[src/rtl/core/hbp_pkg.sv]
package hbp_pkg;

	localparam int CodeWidth   = 32;
	localparam int LenWidth    = 6;
	localparam int SymWidth    = 7;
	localparam int SymbolCount = 128;
	localparam int MaxCodeLen  = 32;
	localparam int CountWidth  = 16;
	localparam int AccWidth    = CodeWidth + 8;
	localparam int QueueDepth  = 4;

	localparam logic [CountWidth-1:0] CapMin = 16'd8;
	localparam logic [CountWidth-1:0] CapMax = 16'd65504;

	localparam logic [1:0] OpLoad   = 2'd0;
	localparam logic [1:0] OpEncode = 2'd1;
	localparam logic [1:0] OpFlush  = 2'd2;

	localparam logic KindData = 1'b0;
	localparam logic KindEnd  = 1'b1;

	typedef struct packed {
		logic [1:0]          op;
		logic [SymWidth-1:0] symbol;
		logic [31:0]         code_bits;
		logic [5:0]          code_length;
	} cmd_t;

	typedef struct packed {
		logic                  kind;
		logic [7:0]            data_byte;
		logic [CountWidth-1:0] block_symbol_count;
		logic [CountWidth-1:0] block_bit_count;
		logic                  last;
	} result_t;

	// table entry: code left-aligned, length
	typedef struct packed {
		logic [CodeWidth-1:0] code;
		logic [LenWidth-1:0]  len;
	} entry_t;

	// work passed from front to back
	typedef struct packed {
		logic   is_flush;
		entry_t entry;
	} work_t;

endpackage

[src/rtl/core/hbp_back.sv]
module hbp_back (
	input  logic                               clk,
	input  logic                               arst_n,
	input  logic [hbp_pkg::CountWidth-1:0]     capacity,
	input  logic                               q_valid,
	input  hbp_pkg::work_t                     q_data,
	output logic                               q_rd_en,
	output logic                               empty,
	input  logic                               pop,
	output hbp_pkg::result_t                   result
);

	localparam int AW = hbp_pkg::AccWidth;
	localparam int CW = hbp_pkg::CountWidth;

	logic [AW-1:0]  acc_q;
	logic [5:0]     nb_q;
	logic [CW-1:0]  bits_q;
	logic [CW-1:0]  syms_q;
	logic           pad_pend_q;
	logic           end_pend_q;
	logic [7:0]     pad_byte_q;
	logic [CW-1:0]  end_syms_q;
	logic [CW-1:0]  end_bits_q;
	logic           out_valid_q;
	hbp_pkg::result_t out_q;

	logic           busy;
	logic           slot_free;
	logic           take;
	logic           emit;
	logic [CW-1:0]  cap_eff;
	logic           has_syms;
	logic           close;
	logic [2:0]     fill;
	logic [7:0]     base;
	logic [AW-1:0]  acc_new;
	logic [5:0]     nb_new;
	logic [CW:0]    need;

	assign busy      = pad_pend_q || end_pend_q || (nb_q >= 6'd8);
	assign slot_free = !out_valid_q || pop;
	assign take      = !busy && q_valid;
	assign emit      = busy && slot_free;
	assign q_rd_en   = take;

	always_comb begin
		if (capacity < hbp_pkg::CapMin) begin
			cap_eff = hbp_pkg::CapMin;
		end else if (capacity > hbp_pkg::CapMax) begin
			cap_eff = hbp_pkg::CapMax;
		end else begin
			cap_eff = capacity;
		end
		has_syms = syms_q != '0;
		need     = {1'b0, bits_q} + (CW+1)'(q_data.entry.len);
		close    = q_data.is_flush ? has_syms : (has_syms && need > {1'b0, cap_eff});
		fill     = close ? 3'd0 : bits_q[2:0];
		base     = close ? 8'd0 : acc_q[AW-1 -: 8];
		acc_new  = {base, {(AW-8){1'b0}}} | ({q_data.entry.code, 8'd0} >> fill);
		nb_new   = {3'd0, fill} + q_data.entry.len;
	end

	always_ff @(posedge clk) begin
		if (take) begin
			pad_byte_q <= acc_q[AW-1 -: 8];
			end_syms_q <= syms_q;
			end_bits_q <= bits_q;
		end
		if (emit) begin
			priority if (pad_pend_q) begin
				out_q.kind               <= hbp_pkg::KindData;
				out_q.data_byte          <= pad_byte_q;
				out_q.block_symbol_count <= '0;
				out_q.block_bit_count    <= '0;
				out_q.last               <= 1'b0;
			end else if (end_pend_q) begin
				out_q.kind               <= hbp_pkg::KindEnd;
				out_q.data_byte          <= '0;
				out_q.block_symbol_count <= end_syms_q;
				out_q.block_bit_count    <= end_bits_q;
				out_q.last               <= nb_q < 6'd8;
			end else begin
				out_q.kind               <= hbp_pkg::KindData;
				out_q.data_byte          <= acc_q[AW-1 -: 8];
				out_q.block_symbol_count <= '0;
				out_q.block_bit_count    <= '0;
				out_q.last               <= nb_q < 6'd16;
			end
		end
	end

	always_ff @(posedge clk or negedge arst_n) begin
		if (!arst_n) begin
			acc_q       <= '0;
			nb_q        <= '0;
			bits_q      <= '0;
			syms_q      <= '0;
			pad_pend_q  <= 1'b0;
			end_pend_q  <= 1'b0;
			out_valid_q <= 1'b0;
		end else begin
			if (emit) begin
				out_valid_q <= 1'b1;
			end else if (pop) begin
				out_valid_q <= 1'b0;
			end

			if (take) begin
				pad_pend_q <= close && (bits_q[2:0] != 3'd0);
				end_pend_q <= close;
				if (q_data.is_flush) begin
					if (close) begin
						acc_q  <= '0;
						bits_q <= '0;
						syms_q <= '0;
					end
					nb_q <= '0;
				end else begin
					acc_q  <= acc_new;
					nb_q   <= nb_new;
					bits_q <= close ? CW'(q_data.entry.len) : need[CW-1:0];
					if (close) begin
						syms_q <= CW'(1);
					end else if (syms_q != {CW{1'b1}}) begin
						syms_q <= syms_q + 1'b1;
					end
				end
			end else if (emit) begin
				priority if (pad_pend_q) begin
					pad_pend_q <= 1'b0;
				end else if (end_pend_q) begin
					end_pend_q <= 1'b0;
				end else begin
					acc_q <= {acc_q[AW-9:0], 8'd0};
					nb_q  <= nb_q - 6'd8;
				end
			end
		end
	end

	assign empty  = !out_valid_q;
	assign result = out_q;

endmodule

[config.mk]
export PLATFORM = sky130hd
export DESIGN_NAME = hbp_back
export DESIGN_NICKNAME = d
export VERILOG_FILES = /design/src/rtl/core/hbp_pkg.sv /design/src/rtl/core/hbp_back.sv
export SDC_FILE = /design/constraint.sdc
export NUM_CORES = 1
export LEC_CHECK = 0
export BUFFER_PORTS_ARGS = -buffer_cell sky130_fd_sc_hd__buf_2
export CORE_MARGIN = 2
export CORE_UTILIZATION = 60
export DETAILED_ROUTE_END_ITERATION = 7
export HOLD_SLACK_MARGIN = 0.1
export PLACE_DENSITY_LB_ADDON = 0.15
export SETUP_SLACK_MARGIN = 0.4
export SLEW_MARGIN = 15
export SYNTH_ARGS = -nofsm -noshare
export SYNTH_HDL_FRONTEND = slang
export SYNTH_SLANG_ARGS = --single-unit
[constraint.sdc]
create_clock -name clk -period 5.7 [get_ports clk]
set_input_delay 0.285 -clock clk [delete_from_list [all_inputs] [get_ports clk]]
set_output_delay 0.285 -clock clk [all_outputs]
set_load 0.02 [all_outputs]
==> results of run 1 <==
-- per-stage QoR --
step | power, mW | area [um2] | hold slack (ps)
final | 5.37 | 10800 | 156
after global routing | 5.70 | 10800 | 164
after CTS | 5.29 | 10700 | 138
after detailed placement | 4.25 | 10200 | 464
after global placement | 4.21 | 10200 | 458
after floorplan | 3.58 | 9520 | -10.6
-- layout by cell type (no fill, tap or decap), drive strengths merged, types with 19 or more instances in the layout --
| cell type | instances |
|---|---|
| buf | 124 |
| ha | 29 |
| o21ai | 101 |
| a31oi | 19 |
| and2 | 38 |
| nand2 | 83 |
| edfxtp | 82 |
| mux2i | 40 |
| dfrtp | 80 |
| a21oi | 63 |
| nor2 | 94 |
| inv | 33 |
| nand3 | 27 |
| and3 | 22 |
-- logic make-up (layout without fill, tap and decap cells) --
group	count (synthesis)	after routing
AO/OA/AOI/OAI	308	308
XOR/XNOR	17	17
adder cells (fa/ha/maj)	31	31
buffers and inverters	88	186
flip-flops	162	162
multiplexers	50	50
AND/OR/NAND/NOR	320	320
-- area by class of cell --
| class | count | area share, % |
|---|---|---|
| multi-input cells | 726 | 43.7 |
| flip-flops and latches | 162 | 41.3 |
| repair buffers | 125 | 6.55 |
| clock buffers | 18 | 3.97 |
| well taps | 216 | 2.50 |
| inverters | 29 | 1.01 |
| clock inverters | 14 | 0.973 |
-- metal layers --
metal	up-vias	share of wire [%]	global-route usage [%]	routed length, um
li1	3819	-	-	-
met1	3845	44	42.9	10900
met2	412	47	46.6	11600
met3	52	7.2	4.22	1790
met4	0	2.0	10.1	486
met5	-	0	0	0
-- report_power, final --
part           internal [mW]  leakage (nW)  total (mW)  switching, mW
clock                  0.562         0.255        1.05          0.485
combinational          0.899          2.52        2.52           1.63
sequential              1.62          1.85        1.80          0.178
-- cell usage after synthesis (all sizes together), types with 8 or more instances --
cell    number
a211oi      12
a21oi       63
a31oi       19
a32o         8
and2        38
and3        22
buf         22
clkbuf      37
dfrtp       80
edfxtp      82
ha          29
inv         28
mux2         9
mux2i       40
nand2       83
nand2b       8
nand3       27
nand4       11
nor2        94
nor2b        9
o21ai      101
o221ai      11
o31ai       17
xnor2       11
-- worst max path at each step --
stage	end	slack [ps]	cells after the start
floorplan	nb_q[5]$_DFFE_PN0P_	830	23
global placement	nb_q[5]$_DFFE_PN0P_	650	23
detailed placement	nb_q[5]$_DFFE_PN0P_	410	23
CTS	nb_q[5]$_DFFE_PN0P_	420	22
global route	nb_q[5]$_DFFE_PN0P_	420	22
finish	nb_q[5]$_DFFE_PN0P_	660	22
-- critical path, delay by kind of cell (launching register included) --
| family | cells | cell delay [ps] |
|---|---|---|
| DFF | 1 | 390 |
| xor gates and xnor gates | 1 | 160 |
| and+or+nand+nor | 4 | 810 |
| AOI/OAI and AO/OA | 11 | 1940 |
| adders and majority gates | 4 | 1260 |
| buffers and inverters | 2 | 320 |
-- registers in the layout, indices dropped and copies added, names as in the netlist --
register     count
acc_q           39
bits_q          16
end_bits_q      16
end_pend_q       1
end_syms_q      16
nb_q             6
out_valid_q      1
pad_byte_q       8
pad_pend_q       1
result          42
syms_q          16
-- what timing repair did --
action | in CTS | in global routing
buffers inserted | 0 | 2
endpoints found under the hold margin | 15 | 0
setup endpoints to repair | 0 | 18
gates resized for setup | 0 | 8
hold buffers | 1 | 0
==> flow_summary.toml, run 1 <==
[flow_run]
drv_cap = 0

[global_routing]
grt-ovfl-total = 0
grt_pass1_vias = 7406
grt_max_degree = 81
grt_pass1_wl_mm = 39.4
grt_use_total_pct = 29.7
antenna_found_initial = 0

[synthesis]
synth_flop_cell = "edfxtp_1"
ys_top_cells_by_area = "edfxtp_1, dfrtp_1, o21ai_0"
netlist_instances = 976
async_flop_share_pct = 49.4
yosys_warnings = 0
synth_mux_area_share_pct = 5.51
ys_seq_area_share_pct = 46.9
synth-seq-cells = 162
synth.cell_area_um2 = 9520
synth_top_family_by_area = "compound AO/OA/AOI/OAI gates"
synth-simple-area-share_pct = 16.3
synth-compound-area-share_pct = 21.5
yosysTopAreaCellShare_pct = 25.9
synth-edff-count = 82
synth_area_leader_cell = "edfxtp_1"
synth.distinct_cells = 76
synth_fa_ha_area_share_pct = 4.23
synth_xor_area_share_pct = 1.56
syn_area_per_cell_um2 = 9.76
syn_nets = 1066

[route]
dr.pass1.iters = 6
ant_nets = 0
drt_wl_total_mm = 24.7
avgRoutedWirePerCell_um = 19.2
viasPerCell = 6.30
drc = 0
vias = 8128
drt_iter0_drc = 935

[setup_path]
critPathRequiredTime_ps = 5970
endpoint_kind = "register"
cp-start-kind = "register"
cpMostUsedCell = "ha_1"
cp_slowest_cell = "fa_1"
crit_arrival_ps = 5310
crit-reg2reg-launch = "bits_q[0]$_DFFE_PN0P_"
rrSetupSlack_ps = 660
setup.worst_path.class = "reg2reg"
path_cells = "ha_1 > fa_1 > a211oi_2 > o21ai_0 > a21oi_2 > nor2_1 > xor2_1 > ha_1 > nand4_1 > or3_4 > o41ai_4 > o311a_4 > o21ai_2 > buf_4 > inv_2 > ha_1 > a21o_1 > a21oi_2 > or3_1 > a21oi_1 > o21ai_0 > a21oi_1"
reg2reg_to = "nb_q[5]$_DFFE_PN0P_"
critPathMaxFanout = 12
rr_worst_depth = 22
startpoint = "bits_q[0]$_DFFE_PN0P_"
cpPeakStageDelay_ps = 450

[sta]
worst_pin_slew_ps = 936
drv_slew = 0
setup-tns-final_ps = 0
min_period_over_period_pct = 88.4
slew_headroom_pct = 37.3
layout_min_cycle_time_ps = 5040
fmax_mhz = 199
rsz0062_at_grt = "false"
setup_viol = 0
setup_slack_ps = 663
hold_viol_final = 0
clock_skew_ps = 10.2

[placed_design]
globalplace.congestion = 0.925
place_ws_ps = 411
dpl.cell_count = 1254
port_buffers = 102
dp_hpwl_mm = 16.8

[clock_network]
insertion_delay_ps = 430
cts_tree = "yes"
cts_buffer_depth = 2
clk_pin_slew_ps = 70
cts.sinks = 162
root_buffer = "clkbuf_16"
numCtsBuffers = 17
cts-htree-levels = 4

[hold_path]
worstHoldStart = "q_data[6]"
min_path_cells = 3
hold_class = "in2reg"
min_to = "acc_q[1]$_DFFE_PN0P_"

[layout]
fillers = 1246
drive_above_1_share_pct = 17.9
area_growth_pct = 13.5
final_core_util_pct = 68.8
diodes = 0
regArea_um2 = 4470
fin_nets = 1151
multi_input_area_um2 = 4720
stdcell_count = 1290

[die]
coreArea_um2 = 15700
die-height_um = 130
rows = 46
start_util_pct = 60.6
die_x_um = 130
io-pin-count = 103
die-area_um2 = 16900

[power]
power_density_nw_per_um2 = 497
p_leak_nw = 4.62
peakVddDrop_mv = 0.345

[outcome]
outcome = "completed"
Note: power is estimated with default switching activity, not from simulation.
==> inputs of run 2 (changes only) <==
CORE_UTILIZATION = 64   (was 60)
GPL_TIMING_DRIVEN = 0   (was unset)
clock period = 6 ns   (was 5.7 ns; I/O delays follow)
==> run 2 against run 1 <==
Critical endpoint is now nb_q[4]$_DFFE_PN0P_. Maximum frequency decreased by 8.4%. Highest routed layer unchanged. Via count increased by 11%. First-iteration DRC count rose by 39%.
==> flow_summary.toml, run 2 (synthesis results as in run 1) <==
[outcome]
outcome = "completed"

[placed_design]
dp_hpwl_mm = 20.8
place_ws_ps = -85.2
port_buffers = 102
globalplace.congestion = 1.03
placed_cell_area_um2 = 10300
dpl.cell_count = 1265

[die]
rows = 44
start_util_pct = 65.5
die_x_um = 126
io-pin-count = 103
die-height_um = 126
die-area_um2 = 15900
coreArea_um2 = 14500

[layout]
diodes = 0
fillers = 1037
final_cell_mix = "buf_2, nor2_1, o21ai_0"
drive_above_1_share_pct = 18.1
fin_area_um2 = 11100
layout_commonest_cell = "buf_2"
fin_nets = 1198
final_core_util_pct = 76.3
area_growth_pct = 16.4
stdcell_count = 1305
largest_reg_flops = 42

[sta]
hold_viol_final = 0
min_period_over_period_pct = 91.7
slew_headroom_pct = 47.1
layout_min_cycle_time_ps = 5500
worst_pin_slew_ps = 794
setup_slack_ps = 498
drv_slew = 0
whs_ps = 161
fmax_mhz = 182
setup-tns-final_ps = 0
clock_skew_ps = 10.3
rsz0062_at_grt = "false"
setup_viol = 0

[clock_network]
cts_buffer_depth = 2
cts-htree-levels = 4
cts.sinks = 162
numCtsBuffers = 17
root_buffer = "clkbuf_16"
clk_pin_slew_ps = 70
insertion_delay_ps = 440
cts_tree = "yes"

[route]
drt_wl_total_mm = 30.5
viasPerCell = 6.89
dr_wl_met2_mm = 14.3
met3_length_mm = 3.04
drt_iter0_drc = 1302
highest_layer = "met4"
ant_nets = 0
vias = 8989
avgRoutedWirePerCell_um = 23.4
drc = 0
dr.pass1.iters = 7
wl_met1_mm = 11.2

[hold_path]
hold_class = "in2reg"

[setup_path]
endpoint_kind = "register"
critPathMaxFanout = 10
cp-start-kind = "register"
setup.worst_path.class = "reg2reg"
crit_arrival_ps = 5810
critPathRequiredTime_ps = 6310

[global_routing]
antenna_found_initial = 0
grt_pass1_vias = 8714
grt_use_total_pct = 38.2
grt_pass1_wl_mm = 47.0
grt_max_degree = 58
grt-ovfl-total = 0

[flow_run]
drv_cap = 0

[power]
peakVddDrop_mv = 0.270
power_density_nw_per_um2 = 492
p_leak_nw = 4.75
total_power_mw = 5.46
run 2: changes by cell type in the layout (fill, tap and decap cells not counted), sizes merged:
cell    before  now
buf        124  134
inv         33   36
clkbuf      18   54
clkinv       8    6
run 2: timing repair:
| item | in CTS | in global routing |
|---|---|---|
| pin swaps | 1 | 4 |
| hold buffers | 1 | 0 |
| gates resized for setup | 7 | 14 |
| setup endpoints to repair | 5 | 5 |
| hold endpoints to repair | 23 | 0 |
| setup buffers | 1 | 6 |
run 2: path summary, 6_finish.rpt:
check,from,end,slack (ps),cells after the start
max in group asynchronous,arst_n,acc_q[38]$_DFFE_PN0P_,5040,3
min,q_data[6],acc_q[1]$_DFFE_PN0P_,160,3
max,bits_q[0]$_DFFE_PN0P_,nb_q[4]$_DFFE_PN0P_,500,24
min reg2reg,nb_q[1]$_DFFE_PN0P_,nb_q[1]$_DFFE_PN0P_,480,2
min in group asynchronous,arst_n,acc_q[18]$_DFFE_PN0P_,320,2
max reg2reg,bits_q[0]$_DFFE_PN0P_,nb_q[4]$_DFFE_PN0P_,500,24
run 2: critical path, cell delays in order (launching register included):
cell and delay, ps:
dfrtp_1 430, ha_1 230, fa_1 440, a211oi_2 320
o21ai_0 190, and2_1 250, nand4_1 140, xnor2_1 120
ha_1 380, nand2_1 80, o21ai_1 360, mux2i_2 190
o311ai_4 400, nand2_2 180, nand2_4 200, inv_4 70
buf_6 160, ha_1 210, fa_1 400, a21oi_1 150
nor2b_1 70, xnor2_1 130, o22ai_1 90, nand2_1 100
o21ai_0 80
run 2: final cells by class:
| type | instances | area (um2) | area share (%) |
|---|---|---|---|
| sequential | 162 | 4460 | 40.3 |
| tap | 184 | 230 | 2.08 |
| timing repair buffer | 113 | 633 | 5.71 |
| inverter | 29 | 113 | 1.02 |
| clock inverter | 15 | 164 | 1.48 |
| buffer | 59 | 285 | 2.57 |
| clock buffer | 17 | 425 | 3.84 |
| multi-input combinational | 726 | 4770 | 43.0 |
run 2: per-layer routing:
layer | up-vias | global-route usage [%]
met4 | 0 | 23.7
met2 | 682 | 62.1
met5 | - | 0
li1 | 3915 | -
met1 | 4222 | 47.7
met3 | 170 | 6.75
run 2: where the power goes:
| group | switching, mW | leakage [nW] | internal, mW |
|---|---|---|---|
| Sequential | 0.198 | 1.85 | 1.53 |
| Clock | 0.526 | 0.283 | 0.558 |
| Combinational | 1.72 | 2.62 | 0.916 |
| Total | 2.45 | 4.75 | 3.01 |
