===== src/rtl/core/hbp_pkg.sv =====
package hbp_pkg;

	localparam int CodeWidth   = 32;
	localparam int LenWidth    = 6;
	localparam int SymWidth    = 7;
	localparam int SymbolCount = 128;
	localparam int MaxCodeLen  = 32;
	localparam int CountWidth  = 16;
	localparam int AccWidth    = CodeWidth + 8;
	localparam int QueueDepth  = 4;

	localparam logic [CountWidth-1:0] CapMin = 16'd8;
	localparam logic [CountWidth-1:0] CapMax = 16'd65504;

	localparam logic [1:0] OpLoad   = 2'd0;
	localparam logic [1:0] OpEncode = 2'd1;
	localparam logic [1:0] OpFlush  = 2'd2;

	localparam logic KindData = 1'b0;
	localparam logic KindEnd  = 1'b1;

	typedef struct packed {
		logic [1:0]          op;
		logic [SymWidth-1:0] symbol;
		logic [31:0]         code_bits;
		logic [5:0]          code_length;
	} cmd_t;

	typedef struct packed {
		logic                  kind;
		logic [7:0]            data_byte;
		logic [CountWidth-1:0] block_symbol_count;
		logic [CountWidth-1:0] block_bit_count;
		logic                  last;
	} result_t;

	// table entry: code left-aligned, length
	typedef struct packed {
		logic [CodeWidth-1:0] code;
		logic [LenWidth-1:0]  len;
	} entry_t;

	// work passed from front to back
	typedef struct packed {
		logic   is_flush;
		entry_t entry;
	} work_t;

endpackage


===== src/rtl/core/hbp_queue.sv =====
module hbp_queue (
	input  logic                                      clk,
	input  logic                                      arst_n,
	input  logic                                      wr_en,
	input  hbp_pkg::work_t                            wr_data,
	input  logic                                      rd_en,
	output hbp_pkg::work_t                            rd_data,
	output logic [$clog2(hbp_pkg::QueueDepth+1)-1:0]  count
);

	localparam int PtrWidth = $clog2(hbp_pkg::QueueDepth);

	hbp_pkg::work_t slot_q [hbp_pkg::QueueDepth];
	logic [PtrWidth-1:0] wr_ptr_q;
	logic [PtrWidth-1:0] rd_ptr_q;
	logic [$clog2(hbp_pkg::QueueDepth+1)-1:0] count_q;

	always_ff @(posedge clk) begin
		if (wr_en) begin
			slot_q[wr_ptr_q] <= wr_data;
		end
	end

	always_ff @(posedge clk or negedge arst_n) begin
		if (!arst_n) begin
			wr_ptr_q <= '0;
			rd_ptr_q <= '0;
			count_q  <= '0;
		end else begin
			if (wr_en) begin
				wr_ptr_q <= wr_ptr_q + 1'b1;
			end
			if (rd_en) begin
				rd_ptr_q <= rd_ptr_q + 1'b1;
			end
			unique case ({wr_en, rd_en})
				2'b10:   count_q <= count_q + 1'b1;
				2'b01:   count_q <= count_q - 1'b1;
				default: count_q <= count_q;
			endcase
		end
	end

	assign rd_data = slot_q[rd_ptr_q];
	assign count   = count_q;

endmodule


===== config.mk =====
export PLATFORM = sky130hd
export DESIGN_NAME = hbp_queue
export DESIGN_NICKNAME = d
export VERILOG_FILES = /design/src/rtl/core/hbp_pkg.sv /design/src/rtl/core/hbp_queue.sv
export SDC_FILE = /design/constraint.sdc
export NUM_CORES = 1
export LEC_CHECK = 0
export BUFFER_PORTS_ARGS = -buffer_cell sky130_fd_sc_hd__buf_2
export CORE_ASPECT_RATIO = 0.75
export CORE_UTILIZATION = 50
export DETAILED_ROUTE_END_ITERATION = 16
export PLACE_DENSITY = 0.71
export SLEW_MARGIN = 20
export SYNTH_ARGS = -nofsm -noshare
export SYNTH_HDL_FRONTEND = slang
export SYNTH_SLANG_ARGS = --single-unit

===== constraint.sdc =====
create_clock -name clk -period 2.9 [get_ports clk]
set_clock_uncertainty 0.1 [all_clocks]
set_input_delay 0.29 -clock clk [delete_from_list [all_inputs] [get_ports clk]]
set_output_delay 0.29 -clock clk [all_outputs]
set_load 0.005 [all_outputs]

==> flow_metrics.tcl, run 1 <==
set metrics [dict create \
    rsz0062_at_grt "no" \
    cp.arrival_ns 2.03 \
    final_max_slew_viol_count 0 \
    grt_pass1_wl_mm 16.2 \
    design_area_um2 7660 \
    dieArea_um2 12600 \
    hold_viol 0 \
    cts_resized 0 \
    clock_latency_ns 0.41 \
    p_clk_share_pct 28.6 \
    rows 34 \
    grt_use_total_pct 18.2 \
    whs_ns 0.0113 \
    synth_warnings 0 \
    cts_tree "yes" \
    drt_iter0_drc 117 \
    syn_area_per_cell_um2 25.8 \
    fin_ws_ns 0.475 \
    required_ns 2.51 \
    wl_per_cell_um 18.7 \
    criticalPathCategory "reg -> out" \
    overflow 0 \
    cts_setup_buffers 0 \
    hpwl_mm 5.81 \
    dp_slack_ns 0.873 \
    n_antenna_cell 0 \
    fin_nets 425 \
    yosys.area.top_type_share_pct 77.4 \
    cap_viol_max_count 0 \
    syn_area_um2 6050 \
    drtPass1Iterations 6 \
    synthDistinctLibCells 17 \
    final_cells 551 \
    pwr-share-comb_pct 26.1 \
    gp_congestion 0.679 \
    vias 2850 \
    fin_crit_ns 2.42 \
    dieWidth_um 129 \
    grt_antenna_before_repair 0 \
    start_util_pct 51.7 \
    setup_viol 0 \
    period_share_pct 83.6 \
    switchingPower_w 0.00192 \
    dpl.cell_count 479 \
    cts.sinks 163 \
    cp-end-kind "primary output" \
    wl_mm 10.3 \
    grt_start_max_net_pins 26 \
    coreArea_um2 11700 \
    synth.area.top_cells "edfxtp_1, mux4_2, dfrtp_1, buf_12, ha_1" \
    sw_frac_of_total_pct 26.3 \
    cp-start-kind "register" \
    seq_area_frac_synth_pct 80.3 \
    path_cells "buf_12, mux4_2, buf_2" \
    area_delta_synth_final_pct 26.6 \
    synthesis.nets 284 \
    postPlaceCellArea_um2 6710 \
    drc 0 \
    p_leak_nw 2.69 \
    hold_buffers 40 \
    ir_worst_vdd_mv 0.765 \
    status "complete, no violations" \
    yosys.area.top_type "edfxtp_1" \
    tightest_slew_ns 0.696 \
    fin_tns_setup_ns 0 \
    clk_pin_slew_worst_paths_ns 0.06 \
    ys_ff_latch 163 \
    cts.path.max_buffers 2 \
    cts.htree.levels 4 \
    io_buffers 84 \
    die_y_um 97.3 \
    max_freq_mhz 412 \
    viasPerCell 5.17 \
    maxSlewHeadroom_pct 53.6 \
    cts-root-buf "clkbuf_16" \
    hp-class "in -> reg" \
    drtAntennaViolNets 0 \
    crit_slowest_cell "dfrtp_2" \
    p_per_area_nw_per_um2 956 \
    pwr-share-seq_pct 45.3 \
    cts_buffers 17 \
    syn_inst 235 \
    num_io_pins 85 \
    path_max_fanout 16 \
    drive_above_1_share_pct 41.4 \
    critPathMaxStageDelay_ns 0.68 \
    p_int_w 0.00540 \
    grt_pass1_vias 3107 \
]
sequential cells by signal, summed over array words and instances, names as in the netlist:
name,flops
rd_ptr_q,2
wr_ptr_q,2
slot_q,156
count,3
layout by cell type, fill, tap and decap left out, drive strengths merged:
cell type	netlist	routed
ha	5	5
edfxtp	156	156
nand2	2	2
mux2	1	1
xnor2	3	3
xor2	3	3
o21ai	1	1
dlygate4sd3	0	40
and2	4	4
buf	9	91
clkbuf	0	21
nor2	1	1
bufinv	0	2
clkinvlp	0	3
fa	1	1
mux4	39	39
dfrtp	7	7
clkinv	0	6
inv	3	3
cells in the mapped netlist (all sizes together):
library cell	instances
mux2	1
nor2	1
xnor2	3
inv	3
and2	4
xor2	3
o21ai	1
nand2	2
dfrtp	7
mux4	39
ha	5
edfxtp	156
fa	1
buf	9
cell type report:
class                           count  area [um2]
Tap cell                          162         203
Multi-Input combinational cell     60        1070
Fill cell                         785        4030
Inverter                            3        11.3
Sequential cell                   163        4860
Clock buffer                       21         440
Clock inverter                     11         113
Timing Repair Buffer              131         961
logic make-up (layout without fill, tap and decap cells):
family / after synthesis / after routing / synth area share (%)
DFF: 163 / 163 / 80.3
muxes: 40 / 40 / 14.8
buffers and inverters: 12 / 166 / 2.03
and+or+nand+nor: 7 / 7 / 0.599
adders and majority gates: 6 / 6 / 1.36
xor gates and xnor gates: 6 / 6 / 0.868
AOI/OAI and AO/OA: 1 / 1 / 0.0826
stage by stage:
| stage | power [W] | utilization (%) |
|---|---|---|
| after floorplan | 0.00455 | - |
| final | 0.00732 | 65.5 |
| after global placement | 0.00524 | 57.4 |
| after global routing | 0.00766 | 65.5 |
| after detailed placement | 0.00527 | 57.4 |
| after CTS | 0.00741 | 65.5 |
worst max-delay path: cells and delay by family (launching register included):
kind	cells	cell delay, ns
muxes	1	0.54
DFF	1	0.68
buffers and inverters	2	0.40
layer usage:
metal | up-vias | track usage, % | part of all wire (%)
li1 | 1279 | - | -
met1 | 1478 | 23.4 | 45
met2 | 82 | 29.3 | 50
met3 | 11 | 5.29 | 4.2
met4 | 0 | 6.88 | 1.1
met5 | - | 0 | 0
path summary, 6_finish.rpt:
kind | start | end | slack [ns] | cells after the start
setup / recovery | rd_ptr_q[0]$_DFFE_PN0P_ | rd_data[20] | 0.48 | 3
hold / removal | rd_en | rd_ptr_q[0]$_DFFE_PN0P_ | 0.01 | 2
setup reg to reg | wr_ptr_q[1]$_DFFE_PN0P_ | slot_q[1][36]$_DFFE_PP_ | 1.01 | 4
hold reg to reg | count[2]$_DFFE_PN0P_ | count[2]$_DFFE_PN0P_ | 0.37 | 1
max in group asynchronous | arst_n | rd_ptr_q[0]$_DFFE_PN0P_ | 2.38 | 2
min in group asynchronous | arst_n | count[2]$_DFFE_PN0P_ | 0.15 | 2
power groups by stage:
stage | logic (W) | clock network, W | registers (W)
after floorplan | 0.00131 | 0 | 0.00323
after global placement | 0.00189 | 0 | 0.00335
after detailed placement | 0.00190 | 0 | 0.00337
after CTS | 0.00196 | 0.00213 | 0.00333
after global routing | 0.00209 | 0.00221 | 0.00337
final | 0.00191 | 0.00210 | 0.00332
(Power assumes the default switching activity.)
==> run 2: changes to the inputs <==
--- a/config.mk
+++ b/config.mk
@@ -9,7 +9,7 @@
 export CORE_ASPECT_RATIO = 0.75
 export CORE_UTILIZATION = 50
 export DETAILED_ROUTE_END_ITERATION = 16
-export PLACE_DENSITY = 0.71
+export PLACE_DENSITY = 0.74
 export SLEW_MARGIN = 20
 export SYNTH_ARGS = -nofsm -noshare
 export SYNTH_HDL_FRONTEND = slang
==> constraint.sdc (replaced) <==
create_clock -name clk -period 2 [get_ports clk]
set_clock_uncertainty 0.1 [all_clocks]
set_input_delay 0.2 -clock clk [delete_from_list [all_inputs] [get_ports clk]]
set_output_delay 0.2 -clock clk [all_outputs]
set_load 0.005 [all_outputs]
==> flow_metrics.tcl, run 2 (synthesis gave the netlist of run 1 again) <==
set metrics [dict create \
    status "finished with violations" \
    violations "negative setup slack" \
    p_leak_nw 2.79 \
    setup_viol 39 \
    cp-start-kind "register" \
    largest-register "slot_q" \
    dieArea_um2 12600 \
    grt_pass1_vias 3143 \
    cp.arrival_ns 1.80 \
    criticalPathCategory "reg -> out" \
    drive_above_1_share_pct 43.6 \
    grt_use_total_pct 19.5 \
    routed.top_layer "met4" \
    die_y_um 97.3 \
    coreArea_um2 11700 \
    wl_per_cell_um 19.5 \
    hpwl_mm 6.14 \
    final_util_pct 67.1 \
    cts.htree.levels 4 \
    vias 2878 \
    cts.path.max_buffers 2 \
    cts_buffers 17 \
    wl_mm 11.0 \
    dr_wl_met3_um 581 \
    hold_viol 0 \
    p_per_area_nw_per_um2 1430 \
    drtPass1Iterations 4 \
    rsz0062_at_grt "yes" \
    path_max_fanout 6 \
    n_antenna_cell 0 \
    hp-class "in -> async" \
    maxSlewHeadroom_pct 74.6 \
    regArea_um2 4860 \
    overflow 0 \
    cap_viol_max_count 0 \
    fillers 761 \
    max_freq_mhz 475 \
    period_share_pct 105 \
    start_util_pct 51.7 \
    cts_tree "yes" \
    fin_nets 435 \
    final_max_slew_viol_count 0 \
    final_cell_mix "edfxtp_1, buf_2, dlygate4sd3_1" \
    cp-end-kind "primary output" \
    cts.sinks 163 \
    largest_reg_flops 156 \
    fin_crit_ns 2.10 \
    postPlaceCellArea_um2 6710 \
    layout_commonest_cell "edfxtp_1" \
    dr_wl_met2_mm 5.60 \
    multi_input_area_um2 1070 \
    clock_latency_ns 0.41 \
    tightest_slew_ns 0.381 \
    grt_antenna_before_repair 0 \
    required_ns 1.70 \
    cts-root-buf "clkbuf_16" \
    io_buffers 84 \
    fin_ws_ns -0.104 \
    whs_ns 0.0801 \
    drtAntennaViolNets 0 \
    clk_pin_slew_worst_paths_ns 0.06 \
    m1WireLength_mm 4.64 \
    grt_pass1_wl_mm 17.2 \
    ir_worst_vdd_mv 0.785 \
    num_io_pins 85 \
    design_area_um2 7850 \
    grt_start_max_net_pins 25 \
    rows 34 \
    area_delta_synth_final_pct 29.6 \
    viasPerCell 5.13 \
    drc 0 \
    gp_congestion 0.707 \
    drt_iter0_drc 150 \
    dieWidth_um 129 \
]
## run 2: cell type report
cell class                 count  share of cell area, %
sequential                   163                   62.0
timing repair buffer         141                   14.1
multi-input combinational     60                   13.7
clock buffer                  19                   5.52
tap                          162                   2.58
clock inverter                13                   2.04
inverter                       3                  0.144
## run 2: critical path: stages, from the launching register on
cell and delay, ns:
dfrtp_2 0.46, buf_12 0.15, buf_16 0.13, mux4_2 0.51, buf_2 0.15
## run 2: repair_timing
| action | 4_1_cts | 5_1_grt |
|---|---|---|
| setup buffers | 1 | 0 |
| pin swaps | 0 | 0 |
| setup endpoints to repair | 39 | 39 |
| hold buffers | 42 | 0 |
| gates cloned | 2 | 0 |
| endpoints found under the hold margin | 167 | 0 |
| gates resized for setup | 3 | 8 |
## run 2: where the power goes
| part | total (W) | internal [W] | switching [W] | leakage [nW] |
|---|---|---|---|---|
| combinational | 0.00324 | 0.00181 | 0.00143 | 0.993 |
| sequential | 0.00474 | 0.00448 | 0.000262 | 1.51 |
| clock | 0.00323 | 0.00196 | 0.00127 | 0.289 |
| total | 0.0112 | 0.00826 | 0.00296 | 2.79 |
## run 2: routing by layer
| metal | GRT usage, % | up-vias |
|---|---|---|
| met5 | 0 | - |
| met4 | 7.87 | 0 |
| met3 | 5.67 | 13 |
| met2 | 32.2 | 76 |
| met1 | 24.2 | 1493 |
| li1 | - | 1296 |
## run 2: worst paths after layout
path	start	to	slack, ns	depth (start not counted)
setup / recovery	rd_ptr_q[0]$_DFFE_PN0P_	rd_data[16]	-0.10	4
hold / removal	arst_n	count[0]$_DFFE_PN0P_	0.08	2
setup reg to reg	wr_ptr_q[0]$_DFFE_PN0P_	slot_q[2][9]$_DFFE_PP_	0.39	4
hold reg to reg	count[2]$_DFFE_PN0P_	count[2]$_DFFE_PN0P_	0.38	1
max in group asynchronous	arst_n	rd_ptr_q[0]$_DFFE_PN0P_	1.54	2
min in group clk	count[2]$_DFFE_PN0P_	count[2]$_DFFE_PN0P_	0.38	1
## run 2: stage by stage
stage               TNS [ns]  setup slack, ns  power (W)  cells
floorplan                  0           0.0230    0.00659    235
global placement           0            0.338    0.00760    484
detailed placement         0            0.291    0.00768    484
CTS                    -2.83           -0.101     0.0112    561
global route           -4.33           -0.143     0.0117    561
finish                 -2.01           -0.104     0.0112    561
==> run 3: changes to the inputs <==
--- a/config.mk
+++ b/config.mk
@@ -9,7 +9,7 @@
 export CORE_ASPECT_RATIO = 0.75
 export CORE_UTILIZATION = 50
 export DETAILED_ROUTE_END_ITERATION = 16
-export PLACE_DENSITY = 0.74
+export PLACE_DENSITY = 0.71
 export SLEW_MARGIN = 20
 export SYNTH_ARGS = -nofsm -noshare
 export SYNTH_HDL_FRONTEND = slang
==> constraint.sdc (replaced) <==
create_clock -name clk -period 2.52 [get_ports clk]
set_clock_uncertainty 0.1 [all_clocks]
set_input_delay 0.252 -clock clk [delete_from_list [all_inputs] [get_ports clk]]
set_output_delay 0.252 -clock clk [all_outputs]
set_load 0.005 [all_outputs]
==> flow_metrics.tcl, run 3 (synthesis gave the netlist of run 1 again) <==
set metrics [dict create \
    cts.sinks 163 \
    required_ns 2.17 \
    drc 0 \
    criticalPathCategory "reg -> out" \
    vias 2862 \
    hp-class "in -> reg" \
    path_delay_family "flip-flops" \
    overflow 0 \
    hold_viol 0 \
    area_delta_synth_final_pct 27.6 \
    clock_latency_ns 0.41 \
    viasPerCell 5.16 \
    gp_congestion 0.686 \
    io_buffers 84 \
    wl_mm 10.7 \
    grt_start_max_net_pins 26 \
    die_y_um 97.3 \
    cts_tree "yes" \
    design_area_um2 7720 \
    crit_slowest_cell "dfrtp_2" \
    n_antenna_cell 0 \
    start_util_pct 51.7 \
    path_max_fanout 25 \
    grt_use_total_pct 18.6 \
    rr_startpoint "wr_ptr_q[0]$_DFFE_PN0P_" \
    maxSlewHeadroom_pct 62.5 \
    dieWidth_um 129 \
    cap_viol_max_count 0 \
    fin_tns_setup_ns 0 \
    critPathMaxStageDelay_ns 0.65 \
    coreArea_um2 11700 \
    ir_worst_vdd_mv 0.639 \
    grt_pass1_wl_mm 16.6 \
    drive_above_1_share_pct 42.5 \
    num_io_pins 85 \
    min-delay-start "wr_en" \
    fin_crit_ns 2.19 \
    period_share_pct 87.1 \
    drtAntennaViolNets 0 \
    clk_pin_slew_worst_paths_ns 0.06 \
    postPlaceCellArea_um2 6690 \
    final_max_slew_viol_count 0 \
    p_leak_nw 2.75 \
    grt_pass1_vias 3119 \
    path_cells "buf_12, mux4_2, buf_2" \
    largest_reg_flops 156 \
    cts_setup_buffers 0 \
    wl_per_cell_um 19.3 \
    max_freq_mhz 456 \
    drt_iter0_drc 230 \
    cts_buffers 17 \
    rsz0062_at_grt "no" \
    dieArea_um2 12600 \
    final_cell_mix "edfxtp_1, buf_2, dlygate4sd3_1" \
    largest-register "slot_q" \
    fin_nets 430 \
    tightest_slew_ns 0.562 \
    setup_viol 0 \
    cp-start-kind "register" \
    grt_antenna_before_repair 0 \
    critPathLaunch "rd_ptr_q[1]$_DFFE_PN0P_" \
    cp-end-kind "primary output" \
    cts-root-buf "clkbuf_16" \
    cp.arrival_ns 1.84 \
    layout_commonest_cell "edfxtp_1" \
    status "complete, no violations" \
    drtPass1Iterations 4 \
    critPathBufInv 2 \
    cts.htree.levels 4 \
    fillers 764 \
    p_per_area_nw_per_um2 1130 \
    rows 34 \
    cts.path.max_buffers 2 \
    hpwl_mm 6.21 \
]
==> run 3: cell count changes in the layout (fill, tap and decap cells not counted), sizes merged <==
cell / delta
buf: -4
clkinv: -3
bufinv: +2
clkbuf: +1
dlygate4sd3: -1
inv: -1
==> run 3: routing by layer <==
metal | vias up | track usage (%) | part of all wire (%)
met5 | - | 0 | 0
met2 | 71 | 29.4 | 48
met1 | 1498 | 25.0 | 47
li1 | 1282 | - | -
met3 | 11 | 3.96 | 3.5
met4 | 0 | 8.14 | 1.1
==> run 3: timing repair <==
action                    in CTS  in global routing
hold endpoints to repair     164                  0
resized for setup              0                  0
hold buffers                  41                  0
==> run 3: final cells by class <==
type,count,area (um2),area share [%]
clock inverter,11,185,2.40
inverter,3,11.3,0.146
timing repair buffer,136,951,12.3
tap,162,203,2.62
multi-input combinational,60,1070,13.9
clock buffer,20,437,5.65
sequential,163,4860,63.0
==> run 3: worst paths after layout <==
path	slack (ns)	cells after the start	to
max in group asynchronous	2.04	2	rd_ptr_q[1]$_DFFE_PN0P_
min in group asynchronous	0.10	2	rd_ptr_q[0]$_DFFE_PN0P_
hold reg to reg	0.38	1	count[2]$_DFFE_PN0P_
setup reg to reg	0.72	4	slot_q[2][25]$_DFFE_PP_
setup / recovery	0.33	3	rd_data[8]
hold / removal	0.03	2	wr_ptr_q[0]$_DFFE_PN0P_
==> run 3: power breakdown <==
part	switching (W)	internal (W)
Clock	0.000966	0.00174
Combinational	0.00106	0.00118
Sequential	0.000204	0.00356
Total	0.00223	0.00648
==> run 3: through the flow <==
| step | worst slack (ns) | power (W) | util [%] | hold slack (ns) | instances |
|---|---|---|---|---|---|
| floorplan | 0.453 | 0.00523 | - | -0.144 | 235 |
| global placement | 0.750 | 0.00599 | 57.2 | -0.00162 | 483 |
| detailed placement | 0.710 | 0.00605 | 57.2 | -0.00100 | 483 |
| CTS | 0.292 | 0.00882 | 66.0 | 0.0161 | 555 |
| global route | 0.254 | 0.00912 | 66.0 | 0.0223 | 555 |
| finish | 0.325 | 0.00871 | 66.0 | 0.0261 | 555 |
